File: src/rtl/ilrp_pkg.sv
// shared types, codes and helpers for the ini line record parser
package ilrp_pkg;

  localparam int LINE_CAP_DEF    = 128;
  localparam int SECTION_CAP_DEF = 16;
  localparam int KEY_CAP_DEF     = 16;
  localparam int VALUE_CAP_DEF   = 32;

  // widths sized for the largest allowed caps
  localparam int PW  = 8;  // line position / length
  localparam int SLW = 4;  // section length
  localparam int KLW = 4;  // key length
  localparam int VLW = 6;  // value length
  localparam int CW  = 6;  // back end character counter

  localparam logic [1:0] OP_BYTE = 2'd0;
  localparam logic [1:0] OP_END  = 2'd1;
  localparam logic [1:0] OP_HALT = 2'd2;
  localparam logic [1:0] OP_RSVD = 2'd3;

  localparam logic [1:0] PART_SEC = 2'd0;
  localparam logic [1:0] PART_KEY = 2'd1;
  localparam logic [1:0] PART_VAL = 2'd2;

  localparam logic [1:0] KIND_NONE = 2'd0;
  localparam logic [1:0] KIND_SEC  = 2'd1;
  localparam logic [1:0] KIND_REC  = 2'd2;

  localparam logic [7:0] CH_NUL  = 8'h00;
  localparam logic [7:0] CH_TAB  = 8'h09;
  localparam logic [7:0] CH_LF   = 8'h0A;
  localparam logic [7:0] CH_CR   = 8'h0D;
  localparam logic [7:0] CH_SP   = 8'h20;
  localparam logic [7:0] CH_HASH = 8'h23;
  localparam logic [7:0] CH_SEMI = 8'h3B;
  localparam logic [7:0] CH_EQ   = 8'h3D;
  localparam logic [7:0] CH_LB   = 8'h5B;
  localparam logic [7:0] CH_RB   = 8'h5D;

  typedef struct packed {
    logic [1:0] op;
    logic [7:0] byte_value;
  } in_word_t;

  typedef struct packed {
    logic [1:0] part;
    logic       char_valid;
    logic [7:0] char_value;
    logic       record_last;
  } out_word_t;

  // one finished line, classified by the front end
  typedef struct packed {
    logic           bank;
    logic [1:0]     kind;
    logic           clear;
    logic [PW-1:0]  sec_start;
    logic [SLW-1:0] sec_len;
    logic [PW-1:0]  key_pos;
    logic [KLW-1:0] key_len;
    logic [PW-1:0]  val_pos;
    logic [VLW-1:0] val_len;
  } desc_t;

  typedef struct packed {
    logic valid;
    logic bank;
  } rel_t;

  function automatic logic is_blank(input logic [7:0] c);
    is_blank = (c == CH_SP) || (c == CH_TAB);
  endfunction

  function automatic logic is_trailing(input logic [7:0] c);
    is_trailing = (c == CH_SP) || (c == CH_TAB) || (c == CH_CR) || (c == CH_LF);
  endfunction

endpackage

File: src/rtl/ini_line_record_parser.sv
// top level of the ini line record parser: front end, line queue, back end
//
// usage
// - input channel (push/full, item): one word per accepted edge; op selects a
//   text byte, end of buffer or consumer halt
// - result channel (empty/pop, result): one character word per edge; a record
//   is its section chars, key chars, value chars, record_last on the final one
// - a record starts once its newline word queues the line; section chars
//   come from the section store, each key or value char via a read and an
//   emit state (registered read of the line bank before the output register)
// - throughput: 1 text word per cycle while a free line bank is open; two
//   banks alternate, so full rises only when a line ends while the back end
//   still holds the other bank
// - in the back end a section line costs a read and a write state per stored byte
// - reset: synchronous, clears bank flags, queue, section, halt and output valid
// - stall: holding pop low freezes a valid output word and the record stream;
//   the front end keeps filling the open bank until its next line end
module ini_line_record_parser #(
  parameter int LINE_CAP    = ilrp_pkg::LINE_CAP_DEF,
  parameter int SECTION_CAP = ilrp_pkg::SECTION_CAP_DEF,
  parameter int KEY_CAP     = ilrp_pkg::KEY_CAP_DEF,
  parameter int VALUE_CAP   = ilrp_pkg::VALUE_CAP_DEF
) (
  input  logic                clk,
  input  logic                rst,
  input  logic                push,
  output logic                full,
  input  ilrp_pkg::in_word_t  item,
  input  logic                pop,
  output logic                empty,
  output ilrp_pkg::out_word_t result
);
  import ilrp_pkg::*;

  // line bank address: bank bit on top of the byte index
  localparam int AW = $clog2(LINE_CAP - 1);

  logic        ram_we;
  logic [AW:0] ram_waddr;
  logic [7:0]  ram_wdata;
  logic        ram_re;
  logic [AW:0] ram_raddr;
  logic [7:0]  ram_rdata;

  // finished lines travel through a short queue
  logic  desc_push;
  desc_t desc_word;
  logic  desc_full;
  logic  desc_pop;
  desc_t desc_head;
  logic  desc_empty;
  rel_t  rel;

  ilrp_front #(
    .LINE_CAP    (LINE_CAP),
    .SECTION_CAP (SECTION_CAP),
    .KEY_CAP     (KEY_CAP),
    .VALUE_CAP   (VALUE_CAP),
    .AW          (AW)
  ) u_front (
    .clk       (clk),
    .rst       (rst),
    .push      (push),
    .full      (full),
    .item      (item),
    .ram_we    (ram_we),
    .ram_waddr (ram_waddr),
    .ram_wdata (ram_wdata),
    .desc_push (desc_push),
    .desc_word (desc_word),
    .rel       (rel)
  );

  // two line banks in one memory
  ilrp_ram #(
    .WIDTH (8),
    .DEPTH (2 << AW)
  ) u_line_ram (
    .clk   (clk),
    .we    (ram_we),
    .waddr (ram_waddr),
    .wdata (ram_wdata),
    .re    (ram_re),
    .raddr (ram_raddr),
    .rdata (ram_rdata)
  );

  ilrp_fifo u_queue (
    .clk   (clk),
    .rst   (rst),
    .push  (desc_push),
    .wdata (desc_word),
    .full  (desc_full),
    .pop   (desc_pop),
    .rdata (desc_head),
    .empty (desc_empty)
  );

  // back end owns the current section and the output word register
  ilrp_back #(
    .SECTION_CAP (SECTION_CAP),
    .AW          (AW)
  ) u_back (
    .clk        (clk),
    .rst        (rst),
    .desc_empty (desc_empty),
    .desc_pop   (desc_pop),
    .desc_word  (desc_head),
    .ram_re     (ram_re),
    .ram_raddr  (ram_raddr),
    .ram_rdata  (ram_rdata),
    .rel        (rel),
    .empty      (empty),
    .pop        (pop),
    .result     (result)
  );

`ifndef SYNTHESIS
  // one queue slot per bank, so a finished line always finds room
  a_queue_room: assert property (@(posedge clk) disable iff (rst)
    desc_push |-> !desc_full)
    else $error("line queue overflow");

  // a bank is never handed back in the cycle it is handed over
  a_bank_split: assert property (@(posedge clk) disable iff (rst)
    (desc_push && rel.valid) |-> (desc_word.bank != rel.bank))
    else $error("line bank pushed and released together");

  // the back end takes a descriptor only while the queue holds one
  a_read_queued: assert property (@(posedge clk) disable iff (rst)
    desc_pop |-> !desc_empty)
    else $error("descriptor taken from empty queue");
`endif

endmodule

File: src/rtl/ilrp_ram.sv
// generic one write, one read ram with registered read data
module ilrp_ram #(
  parameter int WIDTH = 8,
  parameter int DEPTH = 256
) (
  input  logic                     clk,
  input  logic                     we,
  input  logic [$clog2(DEPTH)-1:0] waddr,
  input  logic [WIDTH-1:0]         wdata,
  input  logic                     re,
  input  logic [$clog2(DEPTH)-1:0] raddr,
  output logic [WIDTH-1:0]         rdata
);
  logic [WIDTH-1:0] mem [DEPTH];

  always_ff @(posedge clk) begin
    if (we) begin
      mem[waddr] <= wdata;
    end
    if (re) begin
      rdata <= mem[raddr];
    end
  end
endmodule

File: src/rtl/ilrp_fifo.sv
// two entry queue of line descriptors between front and back end
module ilrp_fifo (
  input  logic           clk,
  input  logic           rst,
  input  logic           push,
  input  ilrp_pkg::desc_t wdata,
  output logic           full,
  input  logic           pop,
  output ilrp_pkg::desc_t rdata,
  output logic           empty
);
  import ilrp_pkg::*;

  desc_t     slots [2];
  logic      wptr;
  logic      rptr;
  logic [1:0] count;

  assign full  = (count == 2'd2);
  assign empty = (count == 2'd0);
  assign rdata = slots[rptr];

  always_ff @(posedge clk) begin
    if (push && !full) begin
      slots[wptr] <= wdata;
    end
    if (rst) begin
      wptr  <= 1'b0;
      rptr  <= 1'b0;
      count <= 2'd0;
    end else begin
      if (push && !full) begin
        wptr <= ~wptr;
      end
      if (pop && !empty) begin
        rptr <= ~rptr;
      end
      count <= count + 2'(push && !full) - 2'(pop && !empty);
    end
  end
endmodule

File: src/rtl/ilrp_front.sv
// front end: takes text words, fills the line banks and classifies each line
module ilrp_front #(
  parameter int LINE_CAP    = ilrp_pkg::LINE_CAP_DEF,
  parameter int SECTION_CAP = ilrp_pkg::SECTION_CAP_DEF,
  parameter int KEY_CAP     = ilrp_pkg::KEY_CAP_DEF,
  parameter int VALUE_CAP   = ilrp_pkg::VALUE_CAP_DEF,
  parameter int AW          = $clog2(LINE_CAP - 1)
) (
  input  logic               clk,
  input  logic               rst,
  input  logic               push,
  output logic               full,
  input  ilrp_pkg::in_word_t item,
  output logic               ram_we,
  output logic [AW:0]        ram_waddr,
  output logic [7:0]         ram_wdata,
  output logic               desc_push,
  output ilrp_pkg::desc_t    desc_word,
  input  ilrp_pkg::rel_t     rel
);
  import ilrp_pkg::*;

  logic          wbank;
  logic [1:0]    bank_busy;
  logic          halted;
  logic [PW-1:0] len;
  logic          seen_nb;
  logic [PW-1:0] p;
  logic [7:0]    first;
  logic          eq_found;
  logic          kh;
  logic [PW-1:0] klast;
  logic          vseen;
  logic [PW-1:0] vs;
  logic          vh;
  logic [PW-1:0] vlast;
  logic          rb_found;
  logic [PW-1:0] q;

  logic          acc;
  logic          is_byte;
  logic          term;
  logic          store;
  logic          op_end;
  logic [7:0]    b;
  logic          nb_now;
  logic [PW-1:0] p_eff;
  logic          vnew;
  logic [PW-1:0] vs_eff;
  logic          kwin;
  logic          vwin;
  logic [PW-1:0] sec_d;

  assign b       = item.byte_value;
  assign full    = bank_busy[wbank];
  assign acc     = push && !full;
  assign is_byte = acc && (item.op == OP_BYTE) && !halted;
  assign term    = is_byte && ((b == CH_LF) || (b == CH_NUL));
  assign store   = is_byte && !term && (len < PW'(LINE_CAP - 1));
  assign op_end  = acc && (item.op == OP_END);

  assign nb_now = !seen_nb && !is_blank(b);
  assign p_eff  = seen_nb ? p : len;
  assign vnew   = eq_found && !vseen && !is_blank(b);
  assign vs_eff = vseen ? vs : len;
  assign kwin   = {1'b0, len} < ({1'b0, p_eff} + (PW + 1)'(KEY_CAP - 1));
  assign vwin   = {1'b0, len} < ({1'b0, vs_eff} + (PW + 1)'(VALUE_CAP - 1));

  assign ram_we    = store;
  assign ram_waddr = {wbank, len[AW-1:0]};
  assign ram_wdata = b;

  assign desc_push = term || op_end;
  assign sec_d     = q - p - PW'(1);

  always_comb begin
    desc_word           = '0;
    desc_word.bank      = wbank;
    desc_word.clear     = op_end;
    desc_word.sec_start = p + PW'(1);
    desc_word.sec_len   = (sec_d > PW'(SECTION_CAP - 1)) ? SLW'(SECTION_CAP - 1)
                                                         : sec_d[SLW-1:0];
    desc_word.key_pos   = p;
    desc_word.key_len   = kh ? KLW'(klast - p + PW'(1)) : '0;
    desc_word.val_pos   = vs;
    desc_word.val_len   = vh ? VLW'(vlast - vs + PW'(1)) : '0;
    if (halted || !seen_nb || (first == CH_HASH) || (first == CH_SEMI)) begin
      desc_word.kind = KIND_NONE;
    end else if (first == CH_LB) begin
      desc_word.kind = rb_found ? KIND_SEC : KIND_NONE;
    end else if (eq_found) begin
      desc_word.kind = KIND_REC;
    end else begin
      desc_word.kind = KIND_NONE;
    end
  end

  always_ff @(posedge clk) begin
    if (store) begin
      if (nb_now) begin
        p     <= len;
        first <= b;
      end
      if (!eq_found && (b != CH_EQ) && (seen_nb || nb_now) && kwin && !is_trailing(b)) begin
        klast <= len;
      end
      if (vnew) begin
        vs <= len;
      end
      if (eq_found && (vseen || vnew) && vwin && !is_trailing(b)) begin
        vlast <= len;
      end
      if (seen_nb && (first == CH_LB) && !rb_found && (b == CH_RB)) begin
        q <= len;
      end
    end
    if (rst) begin
      wbank     <= 1'b0;
      bank_busy <= 2'b00;
      halted    <= 1'b0;
      len       <= '0;
      seen_nb   <= 1'b0;
      eq_found  <= 1'b0;
      kh        <= 1'b0;
      vseen     <= 1'b0;
      vh        <= 1'b0;
      rb_found  <= 1'b0;
    end else begin
      if (rel.valid) begin
        bank_busy[rel.bank] <= 1'b0;
      end
      if (desc_push) begin
        bank_busy[wbank] <= 1'b1;
        wbank            <= ~wbank;
      end
      if (acc && (item.op == OP_HALT)) begin
        halted <= 1'b1;
      end
      if (op_end) begin
        halted <= 1'b0;
      end
      if (desc_push) begin
        len      <= '0;
        seen_nb  <= 1'b0;
        eq_found <= 1'b0;
        kh       <= 1'b0;
        vseen    <= 1'b0;
        vh       <= 1'b0;
        rb_found <= 1'b0;
      end else if (store) begin
        len <= len + PW'(1);
        if (nb_now) begin
          seen_nb <= 1'b1;
        end
        if (!eq_found && (b == CH_EQ)) begin
          eq_found <= 1'b1;
        end
        if (!eq_found && (b != CH_EQ) && (seen_nb || nb_now) && kwin && !is_trailing(b)) begin
          kh <= 1'b1;
        end
        if (vnew) begin
          vseen <= 1'b1;
        end
        if (eq_found && (vseen || vnew) && vwin && !is_trailing(b)) begin
          vh <= 1'b1;
        end
        if (seen_nb && (first == CH_LB) && !rb_found && (b == CH_RB)) begin
          rb_found <= 1'b1;
        end
      end
    end
  end
endmodule

File: src/rtl/ilrp_back.sv
// back end: copies sections and streams records out of the line banks
module ilrp_back #(
  parameter int SECTION_CAP = ilrp_pkg::SECTION_CAP_DEF,
  parameter int AW          = 7
) (
  input  logic                clk,
  input  logic                rst,
  input  logic                desc_empty,
  output logic                desc_pop,
  input  ilrp_pkg::desc_t     desc_word,
  output logic                ram_re,
  output logic [AW:0]         ram_raddr,
  input  logic [7:0]          ram_rdata,
  output ilrp_pkg::rel_t      rel,
  output logic                empty,
  input  logic                pop,
  output ilrp_pkg::out_word_t result
);
  import ilrp_pkg::*;

  localparam int SD  = SECTION_CAP - 1;
  localparam int SIW = (SD > 1) ? $clog2(SD) : 1;

  typedef enum logic [7:0] {
    S_IDLE = 8'b00000001,
    S_SRD  = 8'b00000010,
    S_SWR  = 8'b00000100,
    S_RSEC = 8'b00001000,
    S_KRD  = 8'b00010000,
    S_KEM  = 8'b00100000,
    S_VRD  = 8'b01000000,
    S_VEM  = 8'b10000000
  } state_t;

  state_t         state;
  desc_t          cur;
  logic [CW-1:0]  cnt;
  logic [7:0]     sec_store [SD];
  logic [SLW-1:0] section_length;
  logic           out_valid;

  logic           slot;
  logic           emit;
  out_word_t      emit_word;
  logic           fin;
  logic           fin_clear;
  logic [PW-1:0]  base;
  logic [PW-1:0]  rd_pos;
  logic           sec_last;
  logic           key_last;
  logic           val_last;
  logic           copy_last;

  assign slot      = !out_valid || pop;
  assign empty     = !out_valid;
  assign desc_pop  = (state == S_IDLE) && !desc_empty;
  assign sec_last  = (section_length == SLW'(0)) || ((cnt + CW'(1)) == CW'(section_length));
  assign key_last  = (cnt + CW'(1)) == CW'(cur.key_len);
  assign val_last  = (cnt + CW'(1)) == CW'(cur.val_len);
  assign copy_last = (cnt + CW'(1)) == CW'(cur.sec_len);

  always_comb begin
    case (state)
      S_SRD:   base = cur.sec_start;
      S_KRD:   base = cur.key_pos;
      default: base = cur.val_pos;
    endcase
  end
  assign rd_pos    = base + PW'(cnt);
  assign ram_raddr = {cur.bank, rd_pos[AW-1:0]};
  assign ram_re    = (state == S_SRD) || ((state == S_KRD) && (cur.key_len != '0))
                  || ((state == S_VRD) && (cur.val_len != '0));

  always_comb begin
    emit      = 1'b0;
    emit_word = '0;
    fin       = 1'b0;
    case (state)
      S_IDLE: begin
        fin = !desc_empty && (desc_word.kind != KIND_REC)
           && ((desc_word.kind != KIND_SEC) || (desc_word.sec_len == '0));
      end
      S_SWR: begin
        fin = copy_last;
      end
      S_RSEC: begin
        emit                 = slot;
        emit_word.part       = PART_SEC;
        emit_word.char_valid = (section_length != '0);
        emit_word.char_value = (section_length != '0) ? sec_store[cnt[SIW-1:0]] : 8'h00;
      end
      S_KRD: begin
        emit           = slot && (cur.key_len == '0);
        emit_word.part = PART_KEY;
      end
      S_KEM: begin
        emit                 = slot;
        emit_word.part       = PART_KEY;
        emit_word.char_valid = 1'b1;
        emit_word.char_value = ram_rdata;
      end
      S_VRD: begin
        emit                  = slot && (cur.val_len == '0);
        emit_word.part        = PART_VAL;
        emit_word.record_last = 1'b1;
        fin                   = emit;
      end
      S_VEM: begin
        emit                  = slot;
        emit_word.part        = PART_VAL;
        emit_word.char_valid  = 1'b1;
        emit_word.char_value  = ram_rdata;
        emit_word.record_last = val_last;
        fin                   = slot && val_last;
      end
      default: begin
        emit = 1'b0;
      end
    endcase
  end

  assign fin_clear = (state == S_IDLE) ? desc_word.clear : cur.clear;
  assign rel.valid = fin;
  assign rel.bank  = (state == S_IDLE) ? desc_word.bank : cur.bank;

  always_ff @(posedge clk) begin
    if (emit) begin
      result <= emit_word;
    end
    if ((state == S_SWR) && (cnt < CW'(SD))) begin
      sec_store[cnt[SIW-1:0]] <= ram_rdata;
    end
    if (desc_pop) begin
      cur <= desc_word;
    end
    if (rst) begin
      state          <= S_IDLE;
      cnt            <= '0;
      section_length <= '0;
      out_valid      <= 1'b0;
    end else begin
      if (emit) begin
        out_valid <= 1'b1;
      end else if (pop) begin
        out_valid <= 1'b0;
      end
      case (state)
        S_IDLE: begin
          cnt <= '0;
          if (!desc_empty) begin
            if (desc_word.kind == KIND_SEC) begin
              if (desc_word.sec_len == '0) begin
                section_length <= '0;
              end else begin
                state <= S_SRD;
              end
            end else if (desc_word.kind == KIND_REC) begin
              state <= S_RSEC;
            end
          end
        end
        S_SRD: begin
          state <= S_SWR;
        end
        S_SWR: begin
          if (copy_last) begin
            section_length <= cur.sec_len;
            state          <= S_IDLE;
          end else begin
            cnt   <= cnt + CW'(1);
            state <= S_SRD;
          end
        end
        S_RSEC: begin
          if (slot) begin
            if (sec_last) begin
              cnt   <= '0;
              state <= S_KRD;
            end else begin
              cnt <= cnt + CW'(1);
            end
          end
        end
        S_KRD: begin
          if (cur.key_len != '0) begin
            state <= S_KEM;
          end else if (slot) begin
            cnt   <= '0;
            state <= S_VRD;
          end
        end
        S_KEM: begin
          if (slot) begin
            if (key_last) begin
              cnt   <= '0;
              state <= S_VRD;
            end else begin
              cnt   <= cnt + CW'(1);
              state <= S_KRD;
            end
          end
        end
        S_VRD: begin
          if (cur.val_len != '0) begin
            state <= S_VEM;
          end else if (slot) begin
            state <= S_IDLE;
          end
        end
        S_VEM: begin
          if (slot) begin
            if (val_last) begin
              state <= S_IDLE;
            end else begin
              cnt   <= cnt + CW'(1);
              state <= S_VRD;
            end
          end
        end
        default: begin
          state <= S_IDLE;
        end
      endcase
      if (fin && fin_clear) begin
        section_length <= '0;
      end
    end
  end
endmodule

File: config.mk
export PLATFORM = sky130hd
export DESIGN_NAME = ini_line_record_parser
export DESIGN_NICKNAME = d
export VERILOG_FILES = /design/src/rtl/ilrp_pkg.sv /design/src/rtl/ini_line_record_parser.sv /design/src/rtl/ilrp_ram.sv /design/src/rtl/ilrp_fifo.sv /design/src/rtl/ilrp_front.sv /design/src/rtl/ilrp_back.sv
export SDC_FILE = /design/constraint.sdc
export NUM_CORES = 2
export LEC_CHECK = 0
export BUFFER_PORTS_ARGS = -buffer_cell sky130_fd_sc_hd__buf_4
export CAP_MARGIN = 20
export CORE_MARGIN = 2
export CORE_UTILIZATION = 45
export DETAILED_ROUTE_END_ITERATION = 10
export PLACE_DENSITY = 0.62
export SLEW_MARGIN = 20
export SYNTH_ARGS = -nofsm -noshare
export SYNTH_HDL_FRONTEND = slang
export SYNTH_SLANG_ARGS = --single-unit
File: constraint.sdc
create_clock -name clk -period 4.38 [get_ports clk]
set_input_delay 0.438 -clock clk [delete_from_list [all_inputs] [get_ports clk]]
set_output_delay 0.438 -clock clk [all_outputs]
set_load 0.03 [all_outputs]
==> results.md <==
- Final core occ: 52.7%
- Die X: 462 um
- DRT antenna net count: 0
- CTS buffer count: 234
- Prevailing post-synth register cell: edfxtp_1
- Hold Path Class: in -> reg
- Fin crit share: 110%
- Fin crit period: 4830 ps
- Fin Clk Skew: between 40 and 50 ps
- Crit Path Class: reg -> reg
- Grt ovf: 0
- DP Worst Slack: -1230 ps
- Rows: 168
- H-tree depth: 4
- Critical Path Fanout Max: 9
- Post-synthesis sequential area ratio: 75.5%
- GRT Util Overall: 21.5%
- Avg WL per Cell: 29.2 um
- Io pins: 28
- Final hold vios: 0
- Syn Inst Count: 4,383
- # fillers: 16,000
- CP Data Required Time: 5000 ps
- R2R Setup Slk: -450 ps
- CP startpoint: u_back.state[7]
- Ys async rst share: 0%
- Clock root cell: clkbuf_16
- Max Slew Vio Count: 0
- Failing checks: negative setup slack
- Max Freq: 0.207 GHz
- Power Density: 557 mW/mm^2
- 1st-iter DRT viols: 5,275
- DRC Markers: 0
- Reg area: 0.0714 sq mm
- Syn Area/Cell: 21.6 sq um
- Final Wtd Congestion: between 0.8 and 0.9
- Max Cap Viol: 0
- Die Footprint: about 0.21 sq mm
- Max-slew headroom: between 20% and 30%
- Initial core utilization: 45.2%
- Drt pass-1 iters: 6
- CTS tree: built
- Clock Latency Late Sink: 890 ps
- Layout area overhead: 16.6%
- Status: complete, but fails checks
- Mapped Area: 0.0945 sq mm
- Hold Path Origin: push
- RSZ-0062 raised after global routing: yes
- Placeable Area: 0.209 sq mm
- Clock transition at path regs: ~70 ps
- Worst path arrival time: 5450 ps
- Synth Register Bits: 2,391
- Vias: 45,900
- Worst slew pin tran: roughly 1200 ps
- Pin count of the biggest net entering global routing: 174
- Vias in the first global route: 46,800
- Antenna violations before repair: 7
- Min setup slack post-route: -450 ps
- Leak: roughly 35 nW
- R2R Path Start: u_back.state[7]
- Nets: 5,001
- Layout cells sized above 1: 32.8%
- Setup crit end kind: flip-flop
- Count of cell types in the netlist: 76
- Setup violators final: 8
- First-pass GRT wire length: around 330 mm
- Die height: 462 um
- Clock Sinks: 2,391
- Post-synth EDFFs: 2,345
- Setup crit start kind: flip-flop
- Multi-input logic area: 0.0226 sq mm
- Port Buffer Count: 27
- Routed WL: 232 mm
- Via/cell ratio: 5.78
- Worst hold margin: around 79 ps
- Detailed placement HPWL: between 100 and 150 mm
- Ys Warns: 0
- Max VDD drop: 0.471 mV
- Maximum root-to-sink buffer count: 3
[where the power goes]
part	switching, W	internal (W)	total [W]
registers	0.000154	0.0254	0.0256
clock network	0.00863	0.0110	0.0196
logic	0.00802	0.00813	0.0162
total	0.0168	0.0445	0.0613
[metrics by stage]
| stage | TNS, ps | cells | area (sq um) | power [W] |
|---|---|---|---|---|
| 6_report | -2920 | 7936 | 110000 | 0.0613 |
| 2_1_floorplan | 0 | 4398 | 94600 | 0.0353 |
| 3_3_place_gp | -8010 | 7454 | 102000 | 0.0411 |
| 3_5_place_dp | -7840 | 7455 | 102000 | 0.0412 |
| 4_1_cts | -2810 | 7924 | 110000 | 0.0614 |
| 5_1_grt | -3410 | 7934 | 110000 | 0.0632 |
[worst paths after layout]
| check | end | cells past startpoint |
|---|---|---|
| worst min-delay path | u_queue.slots[1][38] | 3 |
| worst min register to register | u_front.bank_busy[1] | 2 |
| worst max-delay path | u_line_ram.rdata[3] | 17 |
| worst max register to register | u_line_ram.rdata[3] | 17 |
[what timing repair did]
item                                   4_1_cts  5_1_grt
setup buffers                               18        7
setup endpoints to repair                    8        8
resized for setup                           87       42
endpoints found under the hold margin      105        0
pin swaps                                   10        6
hold buffers                                11        0
gates cloned                                 4        3
[area by class of cell]
class,instances,share of cell area [%]
sequential,2391,64.8
timing repair buffer,525,4.65
multi-input combinational,1737,20.5
antenna,3,0.00681
clock buffer,292,5.59
inverter,38,0.129
tap,2805,3.19
clock inverter,145,1.23
[metal layers]
| layer | GRT usage (%) | vias up | wire length (um) |
|---|---|---|---|
| li1 | - | 19300 | - |
| met2 | 34.7 | 1727 | 113000 |
| met4 | 5.54 | 2 | 5170 |
| met3 | 4.66 | 329 | 18400 |
| met1 | 30.0 | 24500 | 94900 |
| met5 | 0 | - | 13 |
[placed cells by master (no fill, tap or decap), drive strengths merged, types with 5 or more instances in the layout]
cell / synthesis / layout
a211oi: 23 / 23
a21o: 7 / 7
a21oi: 39 / 39
a22o: 9 / 9
a22oi: 20 / 20
and2: 14 / 14
and3: 29 / 29
buf: 136 / 511
bufinv: 0 / 17
clkbuf: 96 / 295
clkinv: 0 / 117
clkinvlp: 0 / 6
conb: 1 / 16
dfxtp: 46 / 46
dlygate4sd3: 0 / 11
edfxtp: 2345 / 2345
ha: 56 / 56
inv: 38 / 43
mux2: 54 / 54
mux2i: 63 / 63
mux4: 669 / 669
nand2: 79 / 79
nand2b: 13 / 13
nand3: 47 / 47
nand3b: 5 / 5
nand4: 6 / 6
nor2: 344 / 344
nor2b: 20 / 20
nor3: 34 / 34
nor4: 17 / 17
o211ai: 5 / 5
o21ai: 36 / 36
o221ai: 7 / 7
or2: 6 / 6
xnor2: 39 / 39
xor2: 27 / 27
[kinds of logic after synthesis]
logic type	count (synthesis)	share of synthesized area [%]
buffers and inverters	270	1.33
flip-flops	2391	75.5
adder cells (fa/ha/maj)	60	0.826
multiplexers	786	17.3
other	1	0.00397
XOR/XNOR	69	0.715
AND/OR/NAND/NOR	631	3.12
AO/OA/AOI/OAI	175	1.29
[synth_stat cells (all sizes together), types with 5 or more instances]
master	number	area (sq um)
a211oi	23	198
a21o	7	52.6
a21oi	39	195
a22o	9	78.8
a22oi	20	150
and2	14	87.6
and3	29	191
buf	136	749
clkbuf	96	360
dfxtp	46	921
edfxtp	2345	70400
ha	56	701
inv	38	143
mux2	54	608
mux2i	63	631
mux4	669	15100
nand2	79	304
nand2b	13	81.3
nand3	47	255
nand3b	5	37.5
nand4	6	37.5
nor2	344	1290
nor2b	20	125
nor3	34	170
nor4	17	186
o211ai	5	42.5
o21ai	36	184
o221ai	7	61.3
or2	6	37.5
xnor2	39	364
xor2	27	244
[registers in the layout (all words and copies together) (netlist names), 6 cells and up, named ones only]
register          flops
u_line_ram.mem     2048
u_back.sec_store    120
u_queue.slots        78
u_back.cur           36
u_back.result        12
u_back.state          8
u_front.first         8
u_front.len           8
u_front.p             8
u_front.q             8
u_front.vs            8
u_line_ram.rdata      8
u_back.cnt            6
u_front.vlast         6
[worst max-delay path, cell delays in order (launching register included)]
cell and delay, ps:
dfxtp_2 340, nor4_4 300, and4b_2 340, nor2_4 60
buf_6 130, nand2_4 70, nand2_4 50, fa_4 850
buf_12 190, buf_16 200, buf_16 140, mux4_2 310
mux4_2 530, mux2i_2 230, nor2_2 80, nor3_4 450
buf_6 190, nor4_2 40
(Power assumes the default switching activity.)
